[src/sv/elot_pkg.sv]
// Types, constants and codes shared by the offset translator modules.
package elot_pkg;

    localparam int MAX_EXTENTS = 16;
    localparam int ADDR_W      = (MAX_EXTENTS > 1) ? $clog2(MAX_EXTENTS) : 1;
    localparam int IDX_W       = $clog2(MAX_EXTENTS + 1);
    localparam int PADDR_W     = 4;

    localparam logic       KIND_LOAD = 1'b0;
    localparam logic       KIND_READ = 1'b1;
    localparam logic       MODE_SINGLE = 1'b0;
    localparam logic       MODE_EXTENT = 1'b1;

    localparam logic [1:0] STATUS_OK        = 2'd0;
    localparam logic [1:0] STATUS_RANGE     = 2'd1;
    localparam logic [1:0] STATUS_EXHAUSTED = 2'd2;

    localparam logic [1:0] REG_SOURCE_MODE  = 2'd0;
    localparam logic [1:0] REG_SINGLE_BASE  = 2'd1;
    localparam logic [1:0] REG_TOTAL_LENGTH = 2'd2;
    localparam logic [1:0] REG_NUM_EXTENTS  = 2'd3;

    typedef struct packed {
        logic        kind;
        logic [3:0]  entry_index;
        logic [31:0] extent_base;
        logic [31:0] extent_size;
        logic [31:0] read_offset;
        logic [31:0] read_count;
    } req_item_t;

    typedef struct packed {
        logic [31:0] seg_address;
        logic [31:0] seg_length;
        logic [1:0]  status;
        logic        last;
    } seg_item_t;

    typedef struct packed {
        logic        source_mode;
        logic [31:0] single_base;
        logic [31:0] total_length;
        logic [4:0]  num_extents;
    } cfg_t;

    typedef struct packed {
        logic              en;
        logic [ADDR_W-1:0] addr;
        logic [31:0]       base;
        logic [31:0]       length;
    } tbl_wr_t;

    typedef enum logic {
        ALU_ADD,
        ALU_SUB
    } alu_op_t;

    typedef struct packed {
        alu_op_t     op;
        logic [31:0] a;
        logic [31:0] b;
    } alu_req_t;

    typedef struct packed {
        logic        carry;
        logic [31:0] sum;
    } alu_rsp_t;

    typedef enum logic [3:0] {
        ST_IDLE,
        ST_BOUND,
        ST_SINGLE,
        ST_SEEK,
        ST_FIND_RD,
        ST_FIND_CMP,
        ST_SPLIT_RD,
        ST_SPLIT,
        ST_CLIP,
        ST_EMIT,
        ST_ADV_OFF,
        ST_ADV_CNT,
        ST_ADV_START
    } state_t;

endpackage

[src/sv/elot_regs.sv]
// Configuration register file behind the APB-style port.
module elot_regs (
    input  logic                         clk,
    input  logic                         rst_n,
    input  logic                         psel,
    input  logic                         penable,
    input  logic                         pwrite,
    input  logic [elot_pkg::PADDR_W-1:0] paddr,
    input  logic [31:0]                  pwdata,
    output logic [31:0]                  prdata,
    output logic                         pready,
    output elot_pkg::cfg_t               cfg,
    output logic                         cfg_write
);
    import elot_pkg::*;

    cfg_t       cfg_reg;
    cfg_t       cfg_next;
    logic [1:0] reg_idx;
    logic       wr;

    assign reg_idx   = paddr[PADDR_W-1:2];
    assign wr        = psel && penable && pwrite;
    assign pready    = 1'b1;
    assign cfg       = cfg_reg;
    assign cfg_write = wr;

    always_comb
    begin
        cfg_next = cfg_reg;
        if (wr)
        begin
            case (reg_idx)
                REG_SOURCE_MODE:  cfg_next.source_mode  = pwdata[0];
                REG_SINGLE_BASE:  cfg_next.single_base  = pwdata;
                REG_TOTAL_LENGTH: cfg_next.total_length = pwdata;
                REG_NUM_EXTENTS:  cfg_next.num_extents  = pwdata[4:0];
                default:          cfg_next = cfg_reg;
            endcase
        end
    end

    always_ff @(posedge clk or negedge rst_n)
    begin
        if (!rst_n)
        begin
            cfg_reg <= '0;
        end
        else
        begin
            cfg_reg <= cfg_next;
        end
    end

    always_comb
    begin
        case (reg_idx)
            REG_SOURCE_MODE:  prdata = {31'd0, cfg_reg.source_mode};
            REG_SINGLE_BASE:  prdata = cfg_reg.single_base;
            REG_TOTAL_LENGTH: prdata = cfg_reg.total_length;
            REG_NUM_EXTENTS:  prdata = {27'd0, cfg_reg.num_extents};
            default:          prdata = 32'd0;
        endcase
    end

endmodule

[src/sv/elot_table.sv]
// Extent table memory: base and length per slot, one write and one registered read.
module elot_table (
    input  logic                        clk,
    input  elot_pkg::tbl_wr_t           wr,
    input  logic [elot_pkg::ADDR_W-1:0] rd_addr,
    output logic [31:0]                 rd_base,
    output logic [31:0]                 rd_len
);
    import elot_pkg::*;

    logic [31:0] base_mem [MAX_EXTENTS];
    logic [31:0] len_mem  [MAX_EXTENTS];
    logic [31:0] rd_base_reg;
    logic [31:0] rd_len_reg;

    always_ff @(posedge clk)
    begin
        if (wr.en)
        begin
            base_mem[wr.addr] <= wr.base;
            len_mem[wr.addr]  <= wr.length;
        end
        rd_base_reg <= base_mem[rd_addr];
        rd_len_reg  <= len_mem[rd_addr];
    end

    assign rd_base = rd_base_reg;
    assign rd_len  = rd_len_reg;

endmodule

[src/sv/elot_alu.sv]
// Shared 32-bit adder/subtractor with carry out, used by the arithmetic steps of the sequencer.
module elot_alu (
    input  elot_pkg::alu_req_t req,
    output elot_pkg::alu_rsp_t rsp
);
    import elot_pkg::*;

    logic [31:0] b_in;
    logic        cin;
    logic [32:0] total;

    assign b_in  = (req.op == ALU_SUB) ? ~req.b : req.b;
    assign cin   = (req.op == ALU_SUB);
    assign total = {1'b0, req.a} + {1'b0, b_in} + {32'd0, cin};

    // For a subtraction the carry out is high when no borrow occurred.
    assign rsp.carry = total[32];
    assign rsp.sum   = total[31:0];

endmodule

[src/sv/elot_seq.sv]
// Request sequencer: bounds check, extent walk, segment split, cursor and result register.
module elot_seq (
    input  logic                        clk,
    input  logic                        rst_n,
    input  logic                        req_valid,
    output logic                        req_ready,
    input  elot_pkg::req_item_t         req_item,
    output logic                        seg_valid,
    input  logic                        seg_ready,
    output elot_pkg::seg_item_t         seg_item,
    input  elot_pkg::cfg_t              cfg,
    input  logic                        cfg_write,
    output elot_pkg::tbl_wr_t           tbl_wr,
    output logic [elot_pkg::ADDR_W-1:0] rd_addr,
    input  logic [31:0]                 rd_base,
    input  logic [31:0]                 rd_len,
    output elot_pkg::alu_req_t          alu_req,
    input  elot_pkg::alu_rsp_t          alu_rsp
);
    import elot_pkg::*;

    state_t           state_reg, state_next;
    logic [31:0]      off_reg, off_next;
    logic [31:0]      cnt_reg, cnt_next;
    logic [IDX_W-1:0] idx_reg, idx_next;
    logic [31:0]      start_reg, start_next;
    logic [31:0]      within_reg, within_next;
    logic [31:0]      n_reg, n_next;
    logic [IDX_W-1:0] cur_idx_reg;
    logic [31:0]      cur_start_reg;
    logic             out_valid_reg;
    seg_item_t        out_data_reg;

    logic             emit_ok;
    logic             emit;
    seg_item_t        emit_data;
    logic             cursor_upd;
    logic [IDX_W-1:0] n_ext;
    logic [32:0]      sum33;

    assign emit_ok   = !out_valid_reg || seg_ready;
    assign seg_valid = out_valid_reg;
    assign seg_item  = out_data_reg;
    assign rd_addr   = idx_reg[ADDR_W-1:0];
    assign sum33     = {alu_rsp.carry, alu_rsp.sum};

    always_comb
    begin
        if (32'(cfg.num_extents) > 32'(MAX_EXTENTS))
        begin
            n_ext = IDX_W'(MAX_EXTENTS);
        end
        else
        begin
            n_ext = IDX_W'(cfg.num_extents);
        end
    end

    always_comb
    begin
        state_next  = state_reg;
        off_next    = off_reg;
        cnt_next    = cnt_reg;
        idx_next    = idx_reg;
        start_next  = start_reg;
        within_next = within_reg;
        n_next      = n_reg;
        emit        = 1'b0;
        emit_data   = '{seg_address: 32'd0, seg_length: 32'd0,
                        status: STATUS_OK, last: 1'b1};
        cursor_upd  = 1'b0;
        req_ready   = 1'b0;
        alu_req     = '{op: ALU_ADD, a: off_reg, b: cnt_reg};
        tbl_wr      = '{en: 1'b0, addr: ADDR_W'(req_item.entry_index),
                        base: req_item.extent_base, length: req_item.extent_size};

        case (state_reg)
            ST_IDLE:
            begin
                req_ready = 1'b1;
                if (req_valid)
                begin
                    if (req_item.kind == KIND_LOAD)
                    begin
                        // Slots beyond the table are dropped.
                        tbl_wr.en = (32'(req_item.entry_index) < 32'(MAX_EXTENTS));
                    end
                    else
                    begin
                        off_next   = req_item.read_offset;
                        cnt_next   = req_item.read_count;
                        state_next = ST_BOUND;
                    end
                end
            end

            ST_BOUND:
            begin
                alu_req = '{op: ALU_ADD, a: off_reg, b: cnt_reg};
                if (sum33 > {1'b0, cfg.total_length})
                begin
                    if (emit_ok)
                    begin
                        emit             = 1'b1;
                        emit_data.status = STATUS_RANGE;
                        state_next       = ST_IDLE;
                    end
                end
                else if (cfg.source_mode == MODE_SINGLE)
                begin
                    state_next = ST_SINGLE;
                end
                else
                begin
                    state_next = ST_SEEK;
                end
            end

            ST_SINGLE:
            begin
                alu_req = '{op: ALU_ADD, a: cfg.single_base, b: off_reg};
                if (emit_ok)
                begin
                    emit                  = 1'b1;
                    emit_data.seg_address = (cnt_reg == 32'd0) ? 32'd0 : alu_rsp.sum;
                    emit_data.seg_length  = cnt_reg;
                    state_next            = ST_IDLE;
                end
            end

            ST_SEEK:
            begin
                // A backward seek restarts the walk at the first extent.
                alu_req = '{op: ALU_SUB, a: off_reg, b: cur_start_reg};
                if (!alu_rsp.carry)
                begin
                    idx_next   = '0;
                    start_next = 32'd0;
                end
                else
                begin
                    idx_next   = cur_idx_reg;
                    start_next = cur_start_reg;
                end
                state_next = ST_FIND_RD;
            end

            ST_FIND_RD:
            begin
                if (idx_reg >= n_ext)
                begin
                    state_next = ST_SPLIT;
                end
                else
                begin
                    state_next = ST_FIND_CMP;
                end
            end

            ST_FIND_CMP:
            begin
                alu_req = '{op: ALU_ADD, a: start_reg, b: rd_len};
                if ({1'b0, off_reg} < sum33)
                begin
                    state_next = ST_SPLIT;
                end
                else
                begin
                    start_next = alu_rsp.sum;
                    idx_next   = idx_reg + IDX_W'(1);
                    state_next = ST_FIND_RD;
                end
            end

            ST_SPLIT_RD:
            begin
                state_next = ST_SPLIT;
            end

            ST_SPLIT:
            begin
                alu_req = '{op: ALU_SUB, a: off_reg, b: start_reg};
                if (cnt_reg == 32'd0)
                begin
                    if (emit_ok)
                    begin
                        emit       = 1'b1;
                        cursor_upd = 1'b1;
                        state_next = ST_IDLE;
                    end
                end
                else if (idx_reg >= n_ext)
                begin
                    if (emit_ok)
                    begin
                        emit             = 1'b1;
                        emit_data.status = STATUS_EXHAUSTED;
                        state_next       = ST_IDLE;
                    end
                end
                else
                begin
                    within_next = alu_rsp.sum;
                    state_next  = ST_CLIP;
                end
            end

            ST_CLIP:
            begin
                alu_req    = '{op: ALU_SUB, a: rd_len, b: within_reg};
                n_next     = (alu_rsp.sum > cnt_reg) ? cnt_reg : alu_rsp.sum;
                state_next = ST_EMIT;
            end

            ST_EMIT:
            begin
                alu_req = '{op: ALU_ADD, a: rd_base, b: within_reg};
                if (emit_ok)
                begin
                    emit                  = 1'b1;
                    emit_data.seg_address = alu_rsp.sum;
                    emit_data.seg_length  = n_reg;
                    emit_data.last        = (n_reg == cnt_reg);
                    if (n_reg == cnt_reg)
                    begin
                        cursor_upd = 1'b1;
                        state_next = ST_IDLE;
                    end
                    else
                    begin
                        state_next = ST_ADV_OFF;
                    end
                end
            end

            ST_ADV_OFF:
            begin
                alu_req    = '{op: ALU_ADD, a: off_reg, b: n_reg};
                off_next   = alu_rsp.sum;
                state_next = ST_ADV_CNT;
            end

            ST_ADV_CNT:
            begin
                alu_req    = '{op: ALU_SUB, a: cnt_reg, b: n_reg};
                cnt_next   = alu_rsp.sum;
                state_next = ST_ADV_START;
            end

            ST_ADV_START:
            begin
                alu_req    = '{op: ALU_ADD, a: start_reg, b: rd_len};
                start_next = alu_rsp.sum;
                idx_next   = idx_reg + IDX_W'(1);
                state_next = ST_SPLIT_RD;
            end

            default:
            begin
                state_next = ST_IDLE;
            end
        endcase
    end

    always_ff @(posedge clk or negedge rst_n)
    begin
        if (!rst_n)
        begin
            state_reg     <= ST_IDLE;
            out_valid_reg <= 1'b0;
            cur_idx_reg   <= '0;
            cur_start_reg <= 32'd0;
        end
        else
        begin
            state_reg <= state_next;
            if (emit)
            begin
                out_valid_reg <= 1'b1;
            end
            else if (seg_ready)
            begin
                out_valid_reg <= 1'b0;
            end
            if (cfg_write)
            begin
                cur_idx_reg   <= '0;
                cur_start_reg <= 32'd0;
            end
            else if (cursor_upd)
            begin
                cur_idx_reg   <= idx_reg;
                cur_start_reg <= start_reg;
            end
        end
    end

    always_ff @(posedge clk)
    begin
        off_reg    <= off_next;
        cnt_reg    <= cnt_next;
        idx_reg    <= idx_next;
        start_reg  <= start_next;
        within_reg <= within_next;
        n_reg      <= n_next;
        if (emit)
        begin
            out_data_reg <= emit_data;
        end
    end

endmodule

[src/sv/extent_list_offset_translator.sv]
// Extent list offset translator: turns logical read requests into physical segments.
//
// A load request writes one slot of the 16-entry extent table in the cycle it is
// accepted and gives no result. A read request is checked against total_length and
// then, in single mode, becomes one segment; in extent mode the block resumes from
// its cached cursor (or from the first extent on a backward seek), walks to the
// extent holding the offset and emits one segment per extent touched. All address
// and length arithmetic goes through one shared 32-bit adder, one operation per
// cycle, and each table lookup costs a registered read. A step that emits a result
// waits while the consumer stalls the result register. The block accepts no request
// while a read is in progress; a result already waiting does not keep it from taking
// the next request. The cursor is cleared by any configuration write.
module extent_list_offset_translator (
    input  logic                         clk,
    input  logic                         rst_n,
    input  logic                         req_valid,
    output logic                         req_ready,
    input  elot_pkg::req_item_t          req_item,
    output logic                         seg_valid,
    input  logic                         seg_ready,
    output elot_pkg::seg_item_t          seg_item,
    input  logic                         psel,
    input  logic                         penable,
    input  logic                         pwrite,
    input  logic [elot_pkg::PADDR_W-1:0] paddr,
    input  logic [31:0]                  pwdata,
    output logic [31:0]                  prdata,
    output logic                         pready
);
    import elot_pkg::*;

    cfg_t              cfg;
    logic              cfg_write;
    tbl_wr_t           tbl_wr;
    logic [ADDR_W-1:0] rd_addr;
    logic [31:0]       rd_base;
    logic [31:0]       rd_len;
    alu_req_t          alu_req;
    alu_rsp_t          alu_rsp;

    elot_regs u_regs (
        .clk       (clk),
        .rst_n     (rst_n),
        .psel      (psel),
        .penable   (penable),
        .pwrite    (pwrite),
        .paddr     (paddr),
        .pwdata    (pwdata),
        .prdata    (prdata),
        .pready    (pready),
        .cfg       (cfg),
        .cfg_write (cfg_write)
    );

    elot_table u_table (
        .clk     (clk),
        .wr      (tbl_wr),
        .rd_addr (rd_addr),
        .rd_base (rd_base),
        .rd_len  (rd_len)
    );

    elot_alu u_alu (
        .req (alu_req),
        .rsp (alu_rsp)
    );

    elot_seq u_seq (
        .clk       (clk),
        .rst_n     (rst_n),
        .req_valid (req_valid),
        .req_ready (req_ready),
        .req_item  (req_item),
        .seg_valid (seg_valid),
        .seg_ready (seg_ready),
        .seg_item  (seg_item),
        .cfg       (cfg),
        .cfg_write (cfg_write),
        .tbl_wr    (tbl_wr),
        .rd_addr   (rd_addr),
        .rd_base   (rd_base),
        .rd_len    (rd_len),
        .alu_req   (alu_req),
        .alu_rsp   (alu_rsp)
    );

endmodule

[config.mk]
export PLATFORM = sky130hd
export DESIGN_NAME = extent_list_offset_translator
export DESIGN_NICKNAME = d
export VERILOG_FILES = /design/src/sv/elot_pkg.sv /design/src/sv/elot_regs.sv /design/src/sv/elot_table.sv /design/src/sv/elot_alu.sv /design/src/sv/elot_seq.sv /design/src/sv/extent_list_offset_translator.sv
export SDC_FILE = /design/constraint.sdc
export NUM_CORES = 2
export LEC_CHECK = 0
export BUFFER_PORTS_ARGS = -buffer_cell sky130_fd_sc_hd__buf_2
export CORE_MARGIN = 8
export CORE_UTILIZATION = 55
export DETAILED_ROUTE_END_ITERATION = 10
export PLACE_DENSITY_LB_ADDON = 0.25
export SETUP_SLACK_MARGIN = 0.3
export SLEW_MARGIN = 10
export SYNTH_ARGS = -nofsm -noshare
export SYNTH_HDL_FRONTEND = slang
export SYNTH_HIERARCHICAL = 1
export SYNTH_SLANG_ARGS = --single-unit
[constraint.sdc]
create_clock -name clk -period 12.4 [get_ports clk]
set_input_delay 2.48 -clock clk [delete_from_list [all_inputs] [get_ports clk]]
set_output_delay 2.48 -clock clk [all_outputs]
set_load 0.005 [all_outputs]
; Yosys cells after proc, flatten, opt, wreduce, memory -nomap -nowiden
; Memories as Yosys holds them, arrays and structs flattened. A register that Yosys moved wholly into a read port is not among the register bits.
; Cells that the tools add are included.
; W data, S select, Z words.
[word_totals]
latch_bits = 0
mem_bits_ro = 0
ram_bits = 1024
register_bits = 344
inputBits = 176
n_memories = 2
word_cells = 135
[op_classes]
div = 0
mul = 0
mux = 60
n_reduce_logical = 24
bitwise_logic = 3
n_eq_ne = 20
addsub = 3
order_cmp = 5
n_shift = 0
[memory_table]
columns = name, depth, word_bits, read_ports, rd_ports_with_merged_regs, wr, line_no
row1 = u_table.base_mem, 16, 32, 1, 1, 1, elot_table.sv:11  ; logic [31:0] base_mem [MAX_EXTENTS];
row2 = u_table.len_mem, 16, 32, 1, 1, 1, elot_table.sv:12  ; logic [31:0] len_mem [MAX_EXTENTS];
[ops]
columns = op, n
row1 = $pmux W65 S8, 1
row2 = $mux W32, 11
row3 = $mux W64, 2
row4 = $pmux W32 S2, 2
row5 = $pmux W32 S4, 1
row6 = $pmux W64 S2, 1
row7 = $pmux W32 S3, 1
row8 = $pmux W4 S13, 1
row9 = $add A32 B32 Y33, 1
row10 = $add A33 B1 Y33, 1
row11 = $gt A33 B32 Y1, 1
row12 = $lt A32 B33 Y1, 1
row13 = $eq A32 B32 Y1, 1
row14 = $gt A32 B32 Y1, 1
row15 = $logic_not A32 Y1, 1
row16 = $mux W4, 8
row17 = $not A32 Y32, 1
row18 = $mux W5, 5
row19 = $eq A4 B4 Y1 const B, 5
row20 = $mux W1, 17
row21 = $eq A4 B3 Y1 const B, 4
row22 = $pmux W5 S3, 1
row23 = $mux W2, 6
row24 = $reduce_and A2 Y1, 6
row25 = other kinds (22), 35

; Depth between registers and ports, before layout
[depth]
depth_word = 11
ltp_mapped = 27
mapped_depth_nobuf = 25

; Cells and area by module
; Netlist, hierarchy kept.
[by_module_without_submodules]
columns = module, cells_per_inst, n_inst, area_each_um2, seq_area_each_um2
row1 = elot_table, 1647, 1, 39574.2, 32030.7
row2 = elot_seq, 1591, 1, 17180.2, 8017.7
row3 = elot_regs, 201, 1, 3195.6, 1751.7
row4 = elot_alu, 331, 1, 2367.3, 0.0

; Least setup slack after synthesis
; Ideal clock, no wire load.
[synth_path]
kind = register to register
from = register u_seq.state_reg[2]
to = register u_seq.out_data_reg, in the netlist u_seq/seg_item[0], enable pin
stages_incl_launch_ff = 26
t_required_ps = 11908
path_buffers = 6
period_less_slack_ps = 9861
slack_ps = 2539
arrival_time_ps = 9368
path_cell_list = dfrtp_1 -> buf_2 -> nand2b_1 -> buf_4 -> nor3_2 -> clkbuf_1 -> or2_2 -> clkbuf_1 -> buf_1 -> xor2_1 -> ha_1 -> clkbuf_1 -> a21oi_1 -> o2111ai_1 -> a21boi_0 -> mux2_2 -> a311oi_1 -> ha_1 -> nand3_1 -> nor4_4 -> nand3_1 -> o211a_1 -> a21o_2 -> o21bai_2 -> nor3_1 -> nor2_1
[synth_lines]
columns = element, line_no
row1 = "start, declared", elot_seq.sv:22  ; state_t state_reg, state_next;
row2 = "start signal, assigned", elot_seq.sv:276  ; state_reg <= state_next;
row3 = "end signal, assigned", elot_seq.sv:308  ; out_data_reg <= emit_data;
row4 = "end, declared", elot_seq.sv:32  ; seg_item_t out_data_reg;

==> flow_metrics.tcl <==
set metrics [dict create \
    outcome "finished, final reports clean" \
    tightestPinTransition_ns 1.21 \
    cp_slowest_cell "dfrtp_2" \
    dr.pass1.iters 6 \
    drc 0 \
    slew_violations 0 \
    cts_setup_buffers 0 \
    synth_nets 4082 \
    fillCellCount 8170 \
    place_hpwl_mm 108 \
    met3_wirelength_mm 17.1 \
    hp-class "reg -> reg" \
    first_global_vias 36229 \
    yosysWarnings 6 \
    ff2ff_setup_slack_ns 2.69 \
    fin_nets 4310 \
    antenna_found_initial 23 \
    cp-end-kind "flip-flop" \
    setup_violations 0 \
    multiInputGateArea_um2 18700 \
    yosysSeqAreaShare_pct 67.1 \
    viasPerCell 6.48 \
    path_max_fanout 67 \
    core_area_um2 112000 \
    synth_area_leader_cell "edfxtp_1" \
    wl_mm 172 \
    regArea_um2 41800 \
    tritoncts "done" \
    ys.flop_type "edfxtp_1" \
    hold_depth 2 \
    io_pins 278 \
    cts_root_buf "clkbuf_16" \
    wl_met1_mm 67.8 \
    cts.sinks 1432 \
    post-route-period-util_pct 78.3 \
    vias 36456 \
    r2r_start "u_seq/state_reg[1]" \
    cts_max_level 4 \
    drive_gt1_share_pct 25.1 \
    synth_cell_types 91 \
    rsz0062_at_grt "no" \
    avgRoutedWirePerCell_um 30.6 \
    crit_cells 25 \
    final_hold_viol_count 0 \
    clk_latency_ns 0.76 \
    initialDrtViolationCount 4669 \
    critPathArrivalTime_ns 10.06 \
    cts_buffers 146 \
    routabilityCongestion 0.954 \
    syn_area_um2 62300 \
    max_freq_mhz 103 \
    async_reset_ff_share_pct 7.82 \
    clk_path_buf_depth 3 \
    die_h_um 353 \
    dieArea_um2 124000 \
    syn_avg_cell_area_um2 16.5 \
    start_util_pct 55.4 \
    rr_endpoint "u_seq/seg_item[32]" \
    final_common_cell "edfxtp_1" \
    crit_top_cell "buf_4" \
    ff2ff_path_depth 25 \
    areaGrowthSynthToFinish_pct 11.7 \
    die_w_um 353 \
    synth_edf_count 1256 \
    overflow 0 \
    startpoint_type "flip-flop" \
    dr_wl_met2_mm 81.8 \
    cts_resized 0 \
    setup.worst_path.start "u_seq/state_reg[1]" \
    post-route-min-period_ns 9.71 \
    crit_end "u_seq/seg_item[32]" \
    antenna_left 0 \
    finClkSkew_ns 0.0290 \
    port_buffers 274 \
    final_cell_mix "edfxtp_1 (1,256), buf_2 (273), mux4_2 (257)" \
    synth.area.top_cells "edfxtp_1 (61%), mux4_2 (9.3%), dfrtp_1 (4.5%), ha_1 (2.7%), dfxtp_1 (2.1%)" \
    cp.buffers_inverters 4 \
    crit_path_max_incr_delay_ns 0.72 \
    track_usage_pct 27.1 \
    postSynthCellCount 3770 \
    num_rows 123 \
    ctsHoldBuffers 0 \
    grt_max_degree 124 \
    cap_violations 0 \
    relSlewSlack_pct 19.1 \
    critPathRequiredTime_ns 12.75 \
    tns_ns 0 \
    grt_pass1_wl_mm 250 \
    critical-path-top-delay-family "compound AO/OA/AOI/OAI gates" \
    synth_top_area_share_pct 60.5 \
    clk_pin_slew_worst_paths_ns 0.06 \
    synth-seq-cells 1432 \
    top_layer "met5" \
    crit_type "reg -> reg" \
]
[cells in the mapped netlist (15+ instances only)]
cell type	instances
buf_6	16
nand4_1	39
o21ai_1	24
xor2_1	40
a21oi_1	75
buf_2	42
nor2b_1	15
a221oi_1	31
nand2_1	216
a22o_1	64
o21ai_0	107
edfxtp_1	1256
mux2_2	111
inv_1	115
nand3_1	56
buf_4	97
mux2_4	30
dfxtp_1	64
a21o_1	23
dfrtp_1	112
and2_1	36
xnor2_1	53
nor2_1	133
a221o_1	65
ha_1	135
clkbuf_1	101
a22oi_1	128
mux2i_1	96
mux4_2	257
nor3_1	26
a31oi_1	36
buf_1	21
[worst register-to-register path: stages, from the launching register on]
cell and delay [ns]:
dfrtp_2 0.72, buf_4 0.48, nand2_1 0.30, nor3_4 0.64, buf_4 0.65, a221oi_1 0.26
a31oi_1 0.24, xor2_1 0.21, inv_1 0.09, fa_1 0.47, nor2b_4 0.16, o2111ai_2 0.19
a2111oi_2 0.69, o31a_1 0.39, a311o_1 0.21, nand3_1 0.44, ha_1 0.56, nand4b_4 0.13
nor4_4 0.56, a221oi_1 0.38, o211a_1 0.21, a21o_2 0.22, o21bai_2 0.17, nor3_1 0.09
nor2_4 0.10, buf_4 0.68
[cell families after synthesis]
kind of cell,after synthesis,synth area share (%)
and+or+nand+nor,582,4.44
xor gates and xnor gates,93,1.31
adders and majority gates,136,2.74
buffers and inverters,398,3.42
other,1,0.00602
DFF,1432,67.1
muxes,495,13.6
AOI/OAI and AO/OA,633,7.43
[metrics by stage]
step                utilization (%)  hold WS [ns]  worst slack, ns  instances  instance area (µm²)
detailed placement             57.7         0.516             3.06       5350                64900
global route                   61.9         0.548             2.42       5621                69600
floorplan                         -         0.487             2.54       3770                62300
CTS                            61.9         0.530             2.92       5617                69600
global placement               57.7         0.504             3.06       5350                64900
finish                         61.9         0.528             2.69       5629                69600
[layout make-up]
cell class	count	area share, %
Sequential cell	1432	60.0
Multi-Input combinational cell	1940	26.8
Clock buffer	189	5.60
Timing Repair Buffer	363	2.97
Tap cell	1500	2.70
Clock inverter	78	1.19
Inverter	115	0.620
Antenna cell	12	0.0431
[worst min-delay path by stage]
stage                               from                    to  slack (ns)
floorplan           u_seq/cur_idx_reg[2]  u_seq/cur_idx_reg[2]        0.49
global placement    u_seq/cur_idx_reg[4]  u_seq/cur_idx_reg[4]        0.50
detailed placement  u_seq/cur_idx_reg[2]  u_seq/cur_idx_reg[2]        0.52
CTS                 u_seq/cur_idx_reg[2]  u_seq/cur_idx_reg[2]        0.53
global route              u_regs/cfg[28]        u_regs/cfg[28]        0.55
finish              u_seq/cur_idx_reg[0]  u_seq/cur_idx_reg[0]        0.53
[layer usage]
metal	track usage, %	vias to the layer above
met1	37.4	18677
met5	0	-
met3	5.69	325
met2	43.4	2051
li1	-	15395
met4	8.77	8
Power is left out: the tool's default activity adds up to more than one toggle a clock period on the data nets, which glitch-free logic cannot reach.
